<file path="src/hw/rtl/ppst_pkg.sv">
// ----------------------------------------------------------------------------
// ppst_pkg
// Shared widths, codes and types of the projectile pair speed tracker.
// ----------------------------------------------------------------------------
package ppst_pkg;

	localparam int SLOTS      = 5;
	localparam int SLOT_W     = 3;
	localparam int LEN_W      = 3;
	localparam int CMD_W      = 2;
	localparam int FINE_W     = 16;
	localparam int COARSE_W   = 32;
	localparam int STATUS_W   = 3;
	localparam int SPEED_W    = 16;
	localparam int CNT_W      = 32;
	localparam int EVN_W      = 3;
	localparam int CFG_IDX_W  = 2;
	localparam int CFG_DATA_W = 32;

	localparam logic [CMD_W-1:0] CMD_REAR  = 2'd0;
	localparam logic [CMD_W-1:0] CMD_FRONT = 2'd1;
	localparam logic [CMD_W-1:0] CMD_CHECK = 2'd2;

	localparam logic [STATUS_W-1:0] STAT_TAKEN = 3'd0;
	localparam logic [STATUS_W-1:0] STAT_FULL  = 3'd1;
	localparam logic [STATUS_W-1:0] STAT_VALID = 3'd2;
	localparam logic [STATUS_W-1:0] STAT_OOR   = 3'd3;
	localparam logic [STATUS_W-1:0] STAT_SPUR  = 3'd4;
	localparam logic [STATUS_W-1:0] STAT_DONE  = 3'd5;

	localparam logic [CFG_IDX_W-1:0] REG_MIN_SPEED = 2'd0;
	localparam logic [CFG_IDX_W-1:0] REG_MAX_SPEED = 2'd1;
	localparam logic [CFG_IDX_W-1:0] REG_TIMEOUT   = 2'd2;

	localparam logic [15:0] RST_MIN_SPEED = 16'd1280;
	localparam logic [15:0] RST_MAX_SPEED = 16'd12800;
	localparam logic [31:0] RST_TIMEOUT   = 32'd100;

	// 1000 m/s per (m per 50 us tick) scaled to Q8.8: 256000 / ticks
	localparam int QUO_W = 18;
	localparam logic [QUO_W-1:0]   SPEED_NUM = 18'd256000;
	localparam logic [SPEED_W-1:0] SPEED_SAT = 16'hFFFF;
	localparam logic [FINE_W-1:0]  SAT_DELTA = 16'd4;
	localparam int DIV_CNT_W = 5;
	localparam logic [DIV_CNT_W-1:0] DIV_LAST = 5'd17;

	typedef logic [SLOTS-1:0][SLOT_W-1:0] order_t;

	typedef struct packed {
		logic              start;
		logic [FINE_W-1:0] divisor;
	} div_req_t;

	typedef struct packed {
		logic               done;
		logic [SPEED_W-1:0] quotient;
	} div_rsp_t;

endpackage

</file>
<file path="src/hw/rtl/ppst_evt_if.sv">
// ----------------------------------------------------------------------------
// ppst_evt_if
// Gate event channel: one word per rear, front or timeout-check event.
// ----------------------------------------------------------------------------
interface ppst_evt_if;
	import ppst_pkg::*;

	logic                valid;
	logic                ready;
	logic [CMD_W-1:0]    command;
	logic [FINE_W-1:0]   fine_time;
	logic [COARSE_W-1:0] coarse_time_ms;

	modport source (output valid, command, fine_time, coarse_time_ms, input ready);
	modport sink (input valid, command, fine_time, coarse_time_ms, output ready);
endinterface

</file>
<file path="src/hw/rtl/ppst_res_if.sv">
// ----------------------------------------------------------------------------
// ppst_res_if
// Result channel: one word per processed event.
// ----------------------------------------------------------------------------
interface ppst_res_if;
	import ppst_pkg::*;

	logic                valid;
	logic                ready;
	logic [STATUS_W-1:0] status;
	logic [SLOTS-1:0]    slot_mask;
	logic [SLOT_W-1:0]   slot_index;
	logic [FINE_W-1:0]   delta_ticks;
	logic                wrapped;
	logic [SPEED_W-1:0]  speed_q8;
	logic [CNT_W-1:0]    shot_total;
	logic [EVN_W-1:0]    evicted_now;
	logic [CNT_W-1:0]    evicted_total;
	logic [CNT_W-1:0]    front_events;
	logic [CNT_W-1:0]    rear_events;

	modport source (output valid, status, slot_mask, slot_index, delta_ticks, wrapped,
		speed_q8, shot_total, evicted_now, evicted_total, front_events, rear_events,
		input ready);
	modport sink (input valid, status, slot_mask, slot_index, delta_ticks, wrapped,
		speed_q8, shot_total, evicted_now, evicted_total, front_events, rear_events,
		output ready);
endinterface

</file>
<file path="src/hw/rtl/ppst_cfg_if.sv">
// ----------------------------------------------------------------------------
// ppst_cfg_if
// Configuration write channel: register index and write data.
// ----------------------------------------------------------------------------
interface ppst_cfg_if;
	import ppst_pkg::*;

	logic                  valid;
	logic                  ready;
	logic [CFG_IDX_W-1:0]  reg_index;
	logic [CFG_DATA_W-1:0] data;

	modport source (output valid, reg_index, data, input ready);
	modport sink (input valid, reg_index, data, output ready);
endinterface

</file>
<file path="src/hw/rtl/projectile_pair_speed_tracker_unit.sv">
// ----------------------------------------------------------------------------
// projectile_pair_speed_tracker_unit
// Pairs rear and front gate events into shots and reports Q8.8 speed.
// ----------------------------------------------------------------------------
// Events are taken one at a time. A rear event, an unused command, a front
// event on an empty barrel or one with a zero tick delta goes straight from
// acceptance to the finish state; a front event with a tick delta of 1 to 3
// passes through the speed compare first, a timeout check through the age
// compare one slot per cycle, and a front event with a tick delta of 4 or
// more through the 18-step restoring divider and then the compare. The result
// sits in an output register, so the next event is taken while the last word
// waits for ready. Drains follow allocation order, not slot index.
module projectile_pair_speed_tracker_unit (
	input logic  clk,
	input logic  arst_n,
	ppst_cfg_if.sink   cfg,
	ppst_evt_if.sink   evt,
	ppst_res_if.source res
);
	import ppst_pkg::*;

	localparam logic [2:0] S_IDLE = 3'd0;
	localparam logic [2:0] S_DIV  = 3'd1;
	localparam logic [2:0] S_CMP  = 3'd2;
	localparam logic [2:0] S_SCAN = 3'd3;
	localparam logic [2:0] S_FIN  = 3'd4;

	logic [2:0]          state_q;
	logic [15:0]         min_q;
	logic [15:0]         max_q;
	logic [31:0]         timeout_q;
	logic [SLOTS-1:0]    mask_q;
	logic [LEN_W-1:0]    len_q;
	logic [SLOT_W-1:0]   scan_q;
	logic [CNT_W-1:0]    shot_q;
	logic [CNT_W-1:0]    evict_tot_q;
	logic [CNT_W-1:0]    front_q;
	logic [CNT_W-1:0]    rear_q;
	logic                res_valid_q;

	logic [FINE_W-1:0]   fine_stamp_q [SLOTS];
	logic [COARSE_W-1:0] coarse_stamp_q [SLOTS];
	order_t              order_q;
	logic [COARSE_W-1:0] coarse_q;
	logic [STATUS_W-1:0] status_q;
	logic [SLOT_W-1:0]   index_q;
	logic [FINE_W-1:0]   delta_q;
	logic                wrapped_q;
	logic [SPEED_W-1:0]  speed_q;
	logic [EVN_W-1:0]    evicted_q;

	logic [STATUS_W-1:0] res_status_q;
	logic [SLOTS-1:0]    res_mask_q;
	logic [SLOT_W-1:0]   res_index_q;
	logic [FINE_W-1:0]   res_delta_q;
	logic                res_wrapped_q;
	logic [SPEED_W-1:0]  res_speed_q;
	logic [CNT_W-1:0]    res_shot_q;
	logic [EVN_W-1:0]    res_evicted_q;
	logic [CNT_W-1:0]    res_evict_tot_q;
	logic [CNT_W-1:0]    res_front_q;
	logic [CNT_W-1:0]    res_rear_q;

	logic                accept;
	logic                free_found;
	logic [SLOT_W-1:0]   free_idx;
	logic [SLOT_W-1:0]   front_slot;
	logic [FINE_W-1:0]   front_stamp;
	logic [FINE_W-1:0]   front_delta;
	order_t              order_drop_front;
	order_t              order_drop_scan;
	logic [COARSE_W-1:0] scan_age;
	logic                scan_hit;
	logic                speed_ok;
	logic                out_free;
	div_req_t            div_req;
	div_rsp_t            div_rsp;

	// remove one slot from the allocation list, closing the gap
	function automatic order_t drop_slot(order_t ord, logic [SLOT_W-1:0] slot,
		logic [LEN_W-1:0] len);
		order_t nxt;
		logic   hit;
		nxt = ord;
		hit = 1'b0;
		for (int p = 0; p < SLOTS; p++) begin
			if (LEN_W'(p) < len && ord[p] == slot) begin
				hit = 1'b1;
			end
			if (hit && p < SLOTS - 1) begin
				nxt[p] = ord[p+1];
			end
		end
		return nxt;
	endfunction

	always_comb begin
		free_found = 1'b0;
		free_idx   = '0;
		for (int i = SLOTS - 1; i >= 0; i--) begin
			if (!mask_q[i]) begin
				free_found = 1'b1;
				free_idx   = SLOT_W'(i);
			end
		end
	end

	assign accept           = evt.valid && evt.ready;
	assign front_slot       = order_q[0];
	assign front_stamp      = fine_stamp_q[front_slot];
	assign front_delta      = evt.fine_time - front_stamp;
	assign order_drop_front = drop_slot(order_q, front_slot, len_q);
	assign order_drop_scan  = drop_slot(order_q, scan_q, len_q);
	assign scan_age         = coarse_q - coarse_stamp_q[scan_q];
	assign scan_hit         = mask_q[scan_q] && (scan_age >= timeout_q);
	assign speed_ok         = (speed_q >= min_q) && (speed_q <= max_q);
	assign out_free         = !res_valid_q || res.ready;

	assign div_req.start   = accept && (evt.command == CMD_FRONT) && (len_q != '0)
		&& (front_delta >= SAT_DELTA);
	assign div_req.divisor = front_delta;

	ppst_div u_div (
		.clk    (clk),
		.arst_n (arst_n),
		.req    (div_req),
		.rsp    (div_rsp)
	);

	always_ff @(posedge clk or negedge arst_n) begin
		if (!arst_n) begin
			state_q     <= S_IDLE;
			min_q       <= RST_MIN_SPEED;
			max_q       <= RST_MAX_SPEED;
			timeout_q   <= RST_TIMEOUT;
			mask_q      <= '0;
			len_q       <= '0;
			scan_q      <= '0;
			shot_q      <= '0;
			evict_tot_q <= '0;
			front_q     <= '0;
			rear_q      <= '0;
			res_valid_q <= 1'b0;
		end else begin
			if (cfg.valid) begin
				unique case (cfg.reg_index)
					REG_MIN_SPEED: min_q     <= cfg.data[15:0];
					REG_MAX_SPEED: max_q     <= cfg.data[15:0];
					REG_TIMEOUT:   timeout_q <= cfg.data;
					default: ;
				endcase
			end
			if (state_q == S_FIN && out_free) begin
				res_valid_q <= 1'b1;
			end else if (res_valid_q && res.ready) begin
				res_valid_q <= 1'b0;
			end
			unique case (state_q)
				S_IDLE: begin
					if (accept) begin
						case (evt.command)
							CMD_REAR: begin
								rear_q  <= rear_q + 1'b1;
								state_q <= S_FIN;
								if (free_found) begin
									mask_q[free_idx] <= 1'b1;
									len_q            <= len_q + 1'b1;
								end
							end
							CMD_FRONT: begin
								front_q <= front_q + 1'b1;
								if (len_q == '0) begin
									state_q <= S_FIN;
								end else begin
									mask_q[front_slot] <= 1'b0;
									len_q              <= len_q - 1'b1;
									if (div_req.start) begin
										state_q <= S_DIV;
									end else if (front_delta != '0) begin
										state_q <= S_CMP;
									end else begin
										state_q <= S_FIN;
									end
								end
							end
							CMD_CHECK: begin
								scan_q  <= '0;
								state_q <= S_SCAN;
							end
							default: state_q <= S_FIN;
						endcase
					end
				end
				S_DIV: begin
					if (div_rsp.done) begin
						state_q <= S_CMP;
					end
				end
				S_CMP: begin
					if (speed_ok) begin
						shot_q <= shot_q + 1'b1;
					end
					state_q <= S_FIN;
				end
				S_SCAN: begin
					if (scan_hit) begin
						mask_q[scan_q] <= 1'b0;
						len_q          <= len_q - 1'b1;
						evict_tot_q    <= evict_tot_q + 1'b1;
					end
					scan_q <= scan_q + 1'b1;
					if (scan_q == SLOT_W'(SLOTS - 1)) begin
						state_q <= S_FIN;
					end
				end
				S_FIN: begin
					if (out_free) begin
						state_q <= S_IDLE;
					end
				end
				default: state_q <= S_IDLE;
			endcase
		end
	end

	always_ff @(posedge clk) begin
		unique case (state_q)
			S_IDLE: begin
				if (accept) begin
					coarse_q  <= evt.coarse_time_ms;
					evicted_q <= '0;
					case (evt.command)
						CMD_REAR: begin
							delta_q   <= '0;
							wrapped_q <= 1'b0;
							speed_q   <= '0;
							if (free_found) begin
								fine_stamp_q[free_idx]   <= evt.fine_time;
								coarse_stamp_q[free_idx] <= evt.coarse_time_ms;
								order_q[len_q]           <= free_idx;
								status_q                 <= STAT_TAKEN;
								index_q                  <= free_idx;
							end else begin
								status_q <= STAT_FULL;
								index_q  <= '0;
							end
						end
						CMD_FRONT: begin
							if (len_q == '0) begin
								status_q  <= STAT_SPUR;
								index_q   <= '0;
								delta_q   <= '0;
								wrapped_q <= 1'b0;
								speed_q   <= '0;
							end else begin
								status_q  <= STAT_OOR;
								index_q   <= front_slot;
								delta_q   <= front_delta;
								wrapped_q <= evt.fine_time < front_stamp;
								order_q   <= order_drop_front;
								if (front_delta != '0 && !div_req.start) begin
									speed_q <= SPEED_SAT;
								end else begin
									speed_q <= '0;
								end
							end
						end
						default: begin
							status_q  <= STAT_DONE;
							index_q   <= '0;
							delta_q   <= '0;
							wrapped_q <= 1'b0;
							speed_q   <= '0;
						end
					endcase
				end
			end
			S_DIV: begin
				if (div_rsp.done) begin
					speed_q <= div_rsp.quotient;
				end
			end
			S_CMP: begin
				status_q <= speed_ok ? STAT_VALID : STAT_OOR;
			end
			S_SCAN: begin
				if (scan_hit) begin
					order_q   <= order_drop_scan;
					evicted_q <= evicted_q + 1'b1;
				end
			end
			S_FIN: begin
				if (out_free) begin
					res_status_q    <= status_q;
					res_mask_q      <= mask_q;
					res_index_q     <= index_q;
					res_delta_q     <= delta_q;
					res_wrapped_q   <= wrapped_q;
					res_speed_q     <= speed_q;
					res_shot_q      <= shot_q;
					res_evicted_q   <= evicted_q;
					res_evict_tot_q <= evict_tot_q;
					res_front_q     <= front_q;
					res_rear_q      <= rear_q;
				end
			end
			default: ;
		endcase
	end

	assign cfg.ready         = 1'b1;
	assign evt.ready         = (state_q == S_IDLE);
	assign res.valid         = res_valid_q;
	assign res.status        = res_status_q;
	assign res.slot_mask     = res_mask_q;
	assign res.slot_index    = res_index_q;
	assign res.delta_ticks   = res_delta_q;
	assign res.wrapped       = res_wrapped_q;
	assign res.speed_q8      = res_speed_q;
	assign res.shot_total    = res_shot_q;
	assign res.evicted_now   = res_evicted_q;
	assign res.evicted_total = res_evict_tot_q;
	assign res.front_events  = res_front_q;
	assign res.rear_events   = res_rear_q;

	a_len_matches_mask: assert property (@(posedge clk) disable iff (!arst_n)
		len_q == LEN_W'($countones(mask_q)))
		else $error("allocation list length differs from occupied slot count");

	a_div_done_in_div: assert property (@(posedge clk) disable iff (!arst_n)
		div_rsp.done |-> state_q == S_DIV)
		else $error("divider finished outside the divide state");

	a_accept_leaves_idle: assert property (@(posedge clk) disable iff (!arst_n)
		accept |=> state_q != S_IDLE)
		else $error("accepted word did not start processing");

	a_fin_loads_result: assert property (@(posedge clk) disable iff (!arst_n)
		(state_q == S_FIN && out_free) |=> res_valid_q)
		else $error("finished word not presented");

endmodule

</file>
<file path="src/hw/rtl/ppst_div.sv">
// ----------------------------------------------------------------------------
// ppst_div
// Restoring divider, one quotient bit per cycle: 256000 / divisor.
// ----------------------------------------------------------------------------
module ppst_div (
	input  logic               clk,
	input  logic               arst_n,
	input  ppst_pkg::div_req_t req,
	output ppst_pkg::div_rsp_t rsp
);
	import ppst_pkg::*;

	logic                 busy_q;
	logic                 done_q;
	logic [DIV_CNT_W-1:0] cnt_q;
	logic [FINE_W-1:0]    rem_q;
	logic [QUO_W-1:0]     quo_q;
	logic [FINE_W-1:0]    dvs_q;
	logic [FINE_W:0]      shifted;
	logic [FINE_W:0]      diff;
	logic                 ge;

	assign shifted = {rem_q, quo_q[QUO_W-1]};
	assign ge      = shifted >= {1'b0, dvs_q};
	assign diff    = shifted - {1'b0, dvs_q};

	always_ff @(posedge clk or negedge arst_n) begin
		if (!arst_n) begin
			busy_q <= 1'b0;
			done_q <= 1'b0;
			cnt_q  <= '0;
		end else begin
			done_q <= 1'b0;
			if (req.start) begin
				busy_q <= 1'b1;
				cnt_q  <= '0;
			end else if (busy_q) begin
				cnt_q <= cnt_q + 1'b1;
				if (cnt_q == DIV_LAST) begin
					busy_q <= 1'b0;
					done_q <= 1'b1;
				end
			end
		end
	end

	always_ff @(posedge clk) begin
		if (req.start) begin
			rem_q <= '0;
			quo_q <= SPEED_NUM;
			dvs_q <= req.divisor;
		end else if (busy_q) begin
			rem_q <= ge ? diff[FINE_W-1:0] : shifted[FINE_W-1:0];
			quo_q <= {quo_q[QUO_W-2:0], ge};
		end
	end

	assign rsp.done     = done_q;
	assign rsp.quotient = quo_q[SPEED_W-1:0];

endmodule

</file>
<file path="src/flat_wrapper.sv">
// flat-port wrapper written by rule: the top's interface ports become plain ports
module projectile_pair_speed_tracker_unit_flat import ppst_pkg::*;
  (clk, arst_n, cfg_valid, cfg_reg_index, cfg_data, cfg_ready, evt_valid, evt_command, evt_fine_time, evt_coarse_time_ms, evt_ready, res_valid, res_status, res_slot_mask, res_slot_index, res_delta_ticks, res_wrapped, res_speed_q8, res_shot_total, res_evicted_now, res_evicted_total, res_front_events, res_rear_events, res_ready);
  ppst_cfg_if cfg_i ();
  ppst_evt_if evt_i ();
  ppst_res_if res_i ();
  input logic clk;
  input logic arst_n;
  input wire logic [$bits(cfg_i.valid)-1:0] cfg_valid;
  input wire logic [$bits(cfg_i.reg_index)-1:0] cfg_reg_index;
  input wire logic [$bits(cfg_i.data)-1:0] cfg_data;
  output wire logic [$bits(cfg_i.ready)-1:0] cfg_ready;
  input wire logic [$bits(evt_i.valid)-1:0] evt_valid;
  input wire logic [$bits(evt_i.command)-1:0] evt_command;
  input wire logic [$bits(evt_i.fine_time)-1:0] evt_fine_time;
  input wire logic [$bits(evt_i.coarse_time_ms)-1:0] evt_coarse_time_ms;
  output wire logic [$bits(evt_i.ready)-1:0] evt_ready;
  output wire logic [$bits(res_i.valid)-1:0] res_valid;
  output wire logic [$bits(res_i.status)-1:0] res_status;
  output wire logic [$bits(res_i.slot_mask)-1:0] res_slot_mask;
  output wire logic [$bits(res_i.slot_index)-1:0] res_slot_index;
  output wire logic [$bits(res_i.delta_ticks)-1:0] res_delta_ticks;
  output wire logic [$bits(res_i.wrapped)-1:0] res_wrapped;
  output wire logic [$bits(res_i.speed_q8)-1:0] res_speed_q8;
  output wire logic [$bits(res_i.shot_total)-1:0] res_shot_total;
  output wire logic [$bits(res_i.evicted_now)-1:0] res_evicted_now;
  output wire logic [$bits(res_i.evicted_total)-1:0] res_evicted_total;
  output wire logic [$bits(res_i.front_events)-1:0] res_front_events;
  output wire logic [$bits(res_i.rear_events)-1:0] res_rear_events;
  input wire logic [$bits(res_i.ready)-1:0] res_ready;
  assign cfg_i.valid = cfg_valid;
  assign cfg_i.reg_index = cfg_reg_index;
  assign cfg_i.data = cfg_data;
  assign cfg_ready = cfg_i.ready;
  assign evt_i.valid = evt_valid;
  assign evt_i.command = evt_command;
  assign evt_i.fine_time = evt_fine_time;
  assign evt_i.coarse_time_ms = evt_coarse_time_ms;
  assign evt_ready = evt_i.ready;
  assign res_valid = res_i.valid;
  assign res_status = res_i.status;
  assign res_slot_mask = res_i.slot_mask;
  assign res_slot_index = res_i.slot_index;
  assign res_delta_ticks = res_i.delta_ticks;
  assign res_wrapped = res_i.wrapped;
  assign res_speed_q8 = res_i.speed_q8;
  assign res_shot_total = res_i.shot_total;
  assign res_evicted_now = res_i.evicted_now;
  assign res_evicted_total = res_i.evicted_total;
  assign res_front_events = res_i.front_events;
  assign res_rear_events = res_i.rear_events;
  assign res_i.ready = res_ready;
  projectile_pair_speed_tracker_unit u_core (.clk(clk), .arst_n(arst_n), .cfg(cfg_i), .evt(evt_i), .res(res_i));
endmodule
</file>
<file path="config.mk">
export PLATFORM = sky130hd
export DESIGN_NAME = projectile_pair_speed_tracker_unit_flat
export DESIGN_NICKNAME = d
export VERILOG_FILES = /design/src/hw/rtl/ppst_pkg.sv /design/src/hw/rtl/ppst_evt_if.sv /design/src/hw/rtl/ppst_res_if.sv /design/src/hw/rtl/ppst_cfg_if.sv /design/src/hw/rtl/projectile_pair_speed_tracker_unit.sv /design/src/hw/rtl/ppst_div.sv /design/src/flat_wrapper.sv
export SDC_FILE = /design/constraint.sdc
export NUM_CORES = 1
export LEC_CHECK = 0
export ABC_AREA = 1
export BUFFER_PORTS_ARGS = -buffer_cell sky130_fd_sc_hd__buf_2
export CORE_MARGIN = 3
export CORE_UTILIZATION = 35
export CTS_BUF_LIST = sky130_fd_sc_hd__clkbuf_16
export DETAILED_ROUTE_END_ITERATION = 10
export GPL_ROUTABILITY_DRIVEN = 0
export SYNTH_ARGS = -nofsm -noshare
export SYNTH_HDL_FRONTEND = slang
export SYNTH_HIERARCHICAL = 1
export SYNTH_SLANG_ARGS = --single-unit
</file>
<file path="constraint.sdc">
create_clock -name clk -period 9.7 [get_ports clk]
set_clock_uncertainty 0.2 [all_clocks]
set_input_delay 0.485 -clock clk [delete_from_list [all_inputs] [get_ports clk]]
set_output_delay 0.485 -clock clk [all_outputs]
set_load 0.01 [all_outputs]
</file>
==> metrics.cfg <==
[drt]
vias = 24945
wl_um = 88800
drcViolationCount = 0
first_iter_violations = 1862
routedWlPerCell_um = 17.1
first_pass_iters = 6
antenna_left = 0
drt-vias-per-instance = 4.81

[pwr]
pwr-share-comb_pct = 37.1
irDropWorstVdd_mv = 0.135
switching_share_pct = 37.9
seqPwrFrac_pct = 37.6
power_density_nw_per_um2 = 297
p_clk_share_pct = 25.3
switching_power_mw = 4.73
leakagePower_nw = 18.0
internal_power_mw = 7.76

[sta]
finalCriticalPeriod_ns = 6.95
tns_ns = 0
period_share_pct = 71.6
max-slew-margin-rel_pct = 24.1
rsz0062_at_grt = no
hold_ws_ns = 0.0888
tightest_slew_ns = 1.14
max_freq_ghz = 0.144
hold_violations = 0
setup-violations-final = 0
final-max-slew-violation-count = 0

[die]
rows = 116
die_w_um = 325
core_area_um2 = 101000
start_util_pct = 35.5
pin_count = 267
dieArea_um2 = 106000
die_h_um = 325

[placement]
port_buffers = 265
hpwl_um = 62400
post-place-cells = 4950

[synthesis]
synth_flop_cell = edfxtp_1
yosysSeqAreaShare_pct = 60.8
synth-edff-count = 520
synthCells = 3398
yosys.area.top_type_share_pct = 43.7
syn_area_per_cell_um2 = 10.5
ys_ff_latch = 771
async_flop_share_pct = 27.8
synth.distinct_cells = 64
synth_warnings = 6
synth_top_cell_by_area = edfxtp_1
synth_area_leaders = edfxtp_1 44%, dfrtp_1 14%, nand2_1 7.7%
synth_fp_nets = 3634
synth_area_um2 = 35700

[finish]
final_cell_mix = 728 x nand2_1, 520 x edfxtp_1, 421 x inv_1
instances_no_fill = 5189
areaGrowthSynthToFinish_pct = 17.9
top_regs = u_core/coarse_stamp_q (160), u_core/fine_stamp_q (80)
top_register = u_core/coarse_stamp_q
final_common_cell = nand2_1
fillers = 9641
drive_above_1_share_pct = 12.6
largest_reg_flops = 160
postLayoutCoreUtil_pct = 41.8
nets = 3994

[worst_setup_path]
r2r-start = u_core/scan_q[0]$_DFFE_PN0P_
arrival_ns = 7.02
path_max_fanout = 20
cp-start-kind = flip-flop
cp-end-kind = flip-flop
startpoint = u_core/scan_q[0]$_DFFE_PN0P_
required_ns = 9.78
criticalPathCategory = reg -> reg

[global_route]
grt_usage_pct = 16.6
grt_pass1_wl_um = 140000
grt_pass1_vias = 24461
gr-total-overflow = 0
antenna_found_initial = 6
grt_max_degree = 80

[min_path]
hold_path.startpoint = cfg_data[4]
hp-class = in -> reg

[clocking]
cts.sinks = 771
cts.clk_slew.worst_paths_ns = 0.06
postCtsSetupBuffers = 0
cts_made_buffers = 83
cts_tree = yes
root_buffer = clkbuf_16
clock_latency_ns = 0.64
cts_max_level = 3
clockBufferDepth = 3

[flow_run]
drv_cap = 0

[status]
outcome = completed

stage by stage:
stage          instance area [um^2]  total power [mW]  worst slack, ns
5_1_grt                       42100              13.4             2.06
6_report                      42100              12.5             2.75
3_5_place_dp                  38500              9.38             2.71
3_3_place_gp                  38500              9.30             2.94
4_1_cts                       42100              12.6             2.72
2_1_floorplan                 35700              7.99            0.900
Yosys cell counts (6+ instances only):
library cell  count
nor4_1           27
a221oi_1         15
dfstp_2           8
o211ai_1          8
inv_2             6
nand3_1         139
a21oi_1         116
a22oi_1          41
mux2i_1          14
edfxtp_1        520
nor3_1           73
nor2_1          240
clkbuf_1         64
o21ai_0         148
dfxtp_1          37
nand4_1          87
a31oi_1          10
buf_1             6
and3_1           19
xor2_1          114
inv_1           404
and2_1            7
o22ai_1          34
nor2_2            6
ha_1            144
dfrtp_1         206
nand2_2          12
nor2_4            8
buf_4            19
xnor2_1          61
nand2_1         728
nand3b_1         10
power by group through the flow:
stage	Clock [mW]	Sequential (mW)	Combinational, mW
2_1_floorplan	0	4.84	3.15
3_3_place_gp	0	4.76	4.54
3_5_place_dp	0	4.77	4.62
4_1_cts	3.27	4.71	4.66
5_1_grt	3.39	4.76	5.27
6_report	3.16	4.69	4.63
metal layers:
layer / routed length [um] / GRT usage (%) / share of wire (%)
met2: 39800 / 25.8 / 45
met3: 5610 / 3.42 / 6.3
met4: 2250 / 5.42 / 2.5
met1: 41100 / 23.3 / 46
met5: 13 / 0 / 0.015
worst max-delay path: stages, from the launching register on:
cell	delay (ns)
dfrtp_1	0.50
clkinv_1	0.31
nor3_4	0.88
buf_4	0.39
nand2_1	0.08
nand4_1	0.10
ha_1	0.15
inv_1	0.07
fa_1	0.41
nand3_1	0.10
nand2_1	0.14
a21oi_1	0.26
inv_1	0.11
nand3_1	0.08
nand3_1	0.14
a31oi_1	0.20
xor2_1	0.09
ha_1	0.28
nand2_1	0.06
nor2_1	0.14
nand2_1	0.09
nor4_1	0.35
nand4_1	0.13
nand3_1	0.13
nand2_2	0.33
nand2_2	0.26
nand2_2	0.21
nor2_1	0.39
path summary, 6_finish.rpt:
path                                                        to  slack (ns)  cells past startpoint
max                             u_core/front_slot[1]$_DFFE_PP_        2.75                     27
min                                u_core/min_q[4]$_DFFE_PN0P_        0.09                      3
max reg2reg                     u_core/front_slot[1]$_DFFE_PP_        2.75                     27
min reg2reg                u_core/res.delta_ticks[8]$_DFFE_PP_        0.22                      0
max in group asynchronous        u_core/rear_q[20]$_DFFE_PN0P_        7.64                      3
min in group asynchronous         u_core/shot_q[7]$_DFFE_PN0P_        0.26                      2
area by class of cell:
type                            count  area [um^2]  share of cell area, %
Antenna cell                        3         7.51                 0.0178
Sequential cell                   771        21700                   51.6
Clock buffer                       87         2180                   5.17
Tap cell                         1357         1700                   4.03
Inverter                          413         1550                   3.68
Timing Repair Buffer              373         2350                   5.58
Multi-Input combinational cell   2116        12000                   28.5
Clock inverter                     69          578                   1.37
logic make-up after synthesis:
kind of cell	share of synthesized area, %
fa+ha+maj	5.22
other cells	0.0105
mux	0.393
compound gates	6.44
buf+inv	5.68
simple gates	17.1
flops	60.8
xor+xnor	4.29
repair_timing:
action                                 4_1_cts  5_1_grt
gates resized for setup                      0        0
hold buffers                                80        0
endpoints found under the hold margin      407        0
Note: power is estimated with default switching activity, not from simulation.
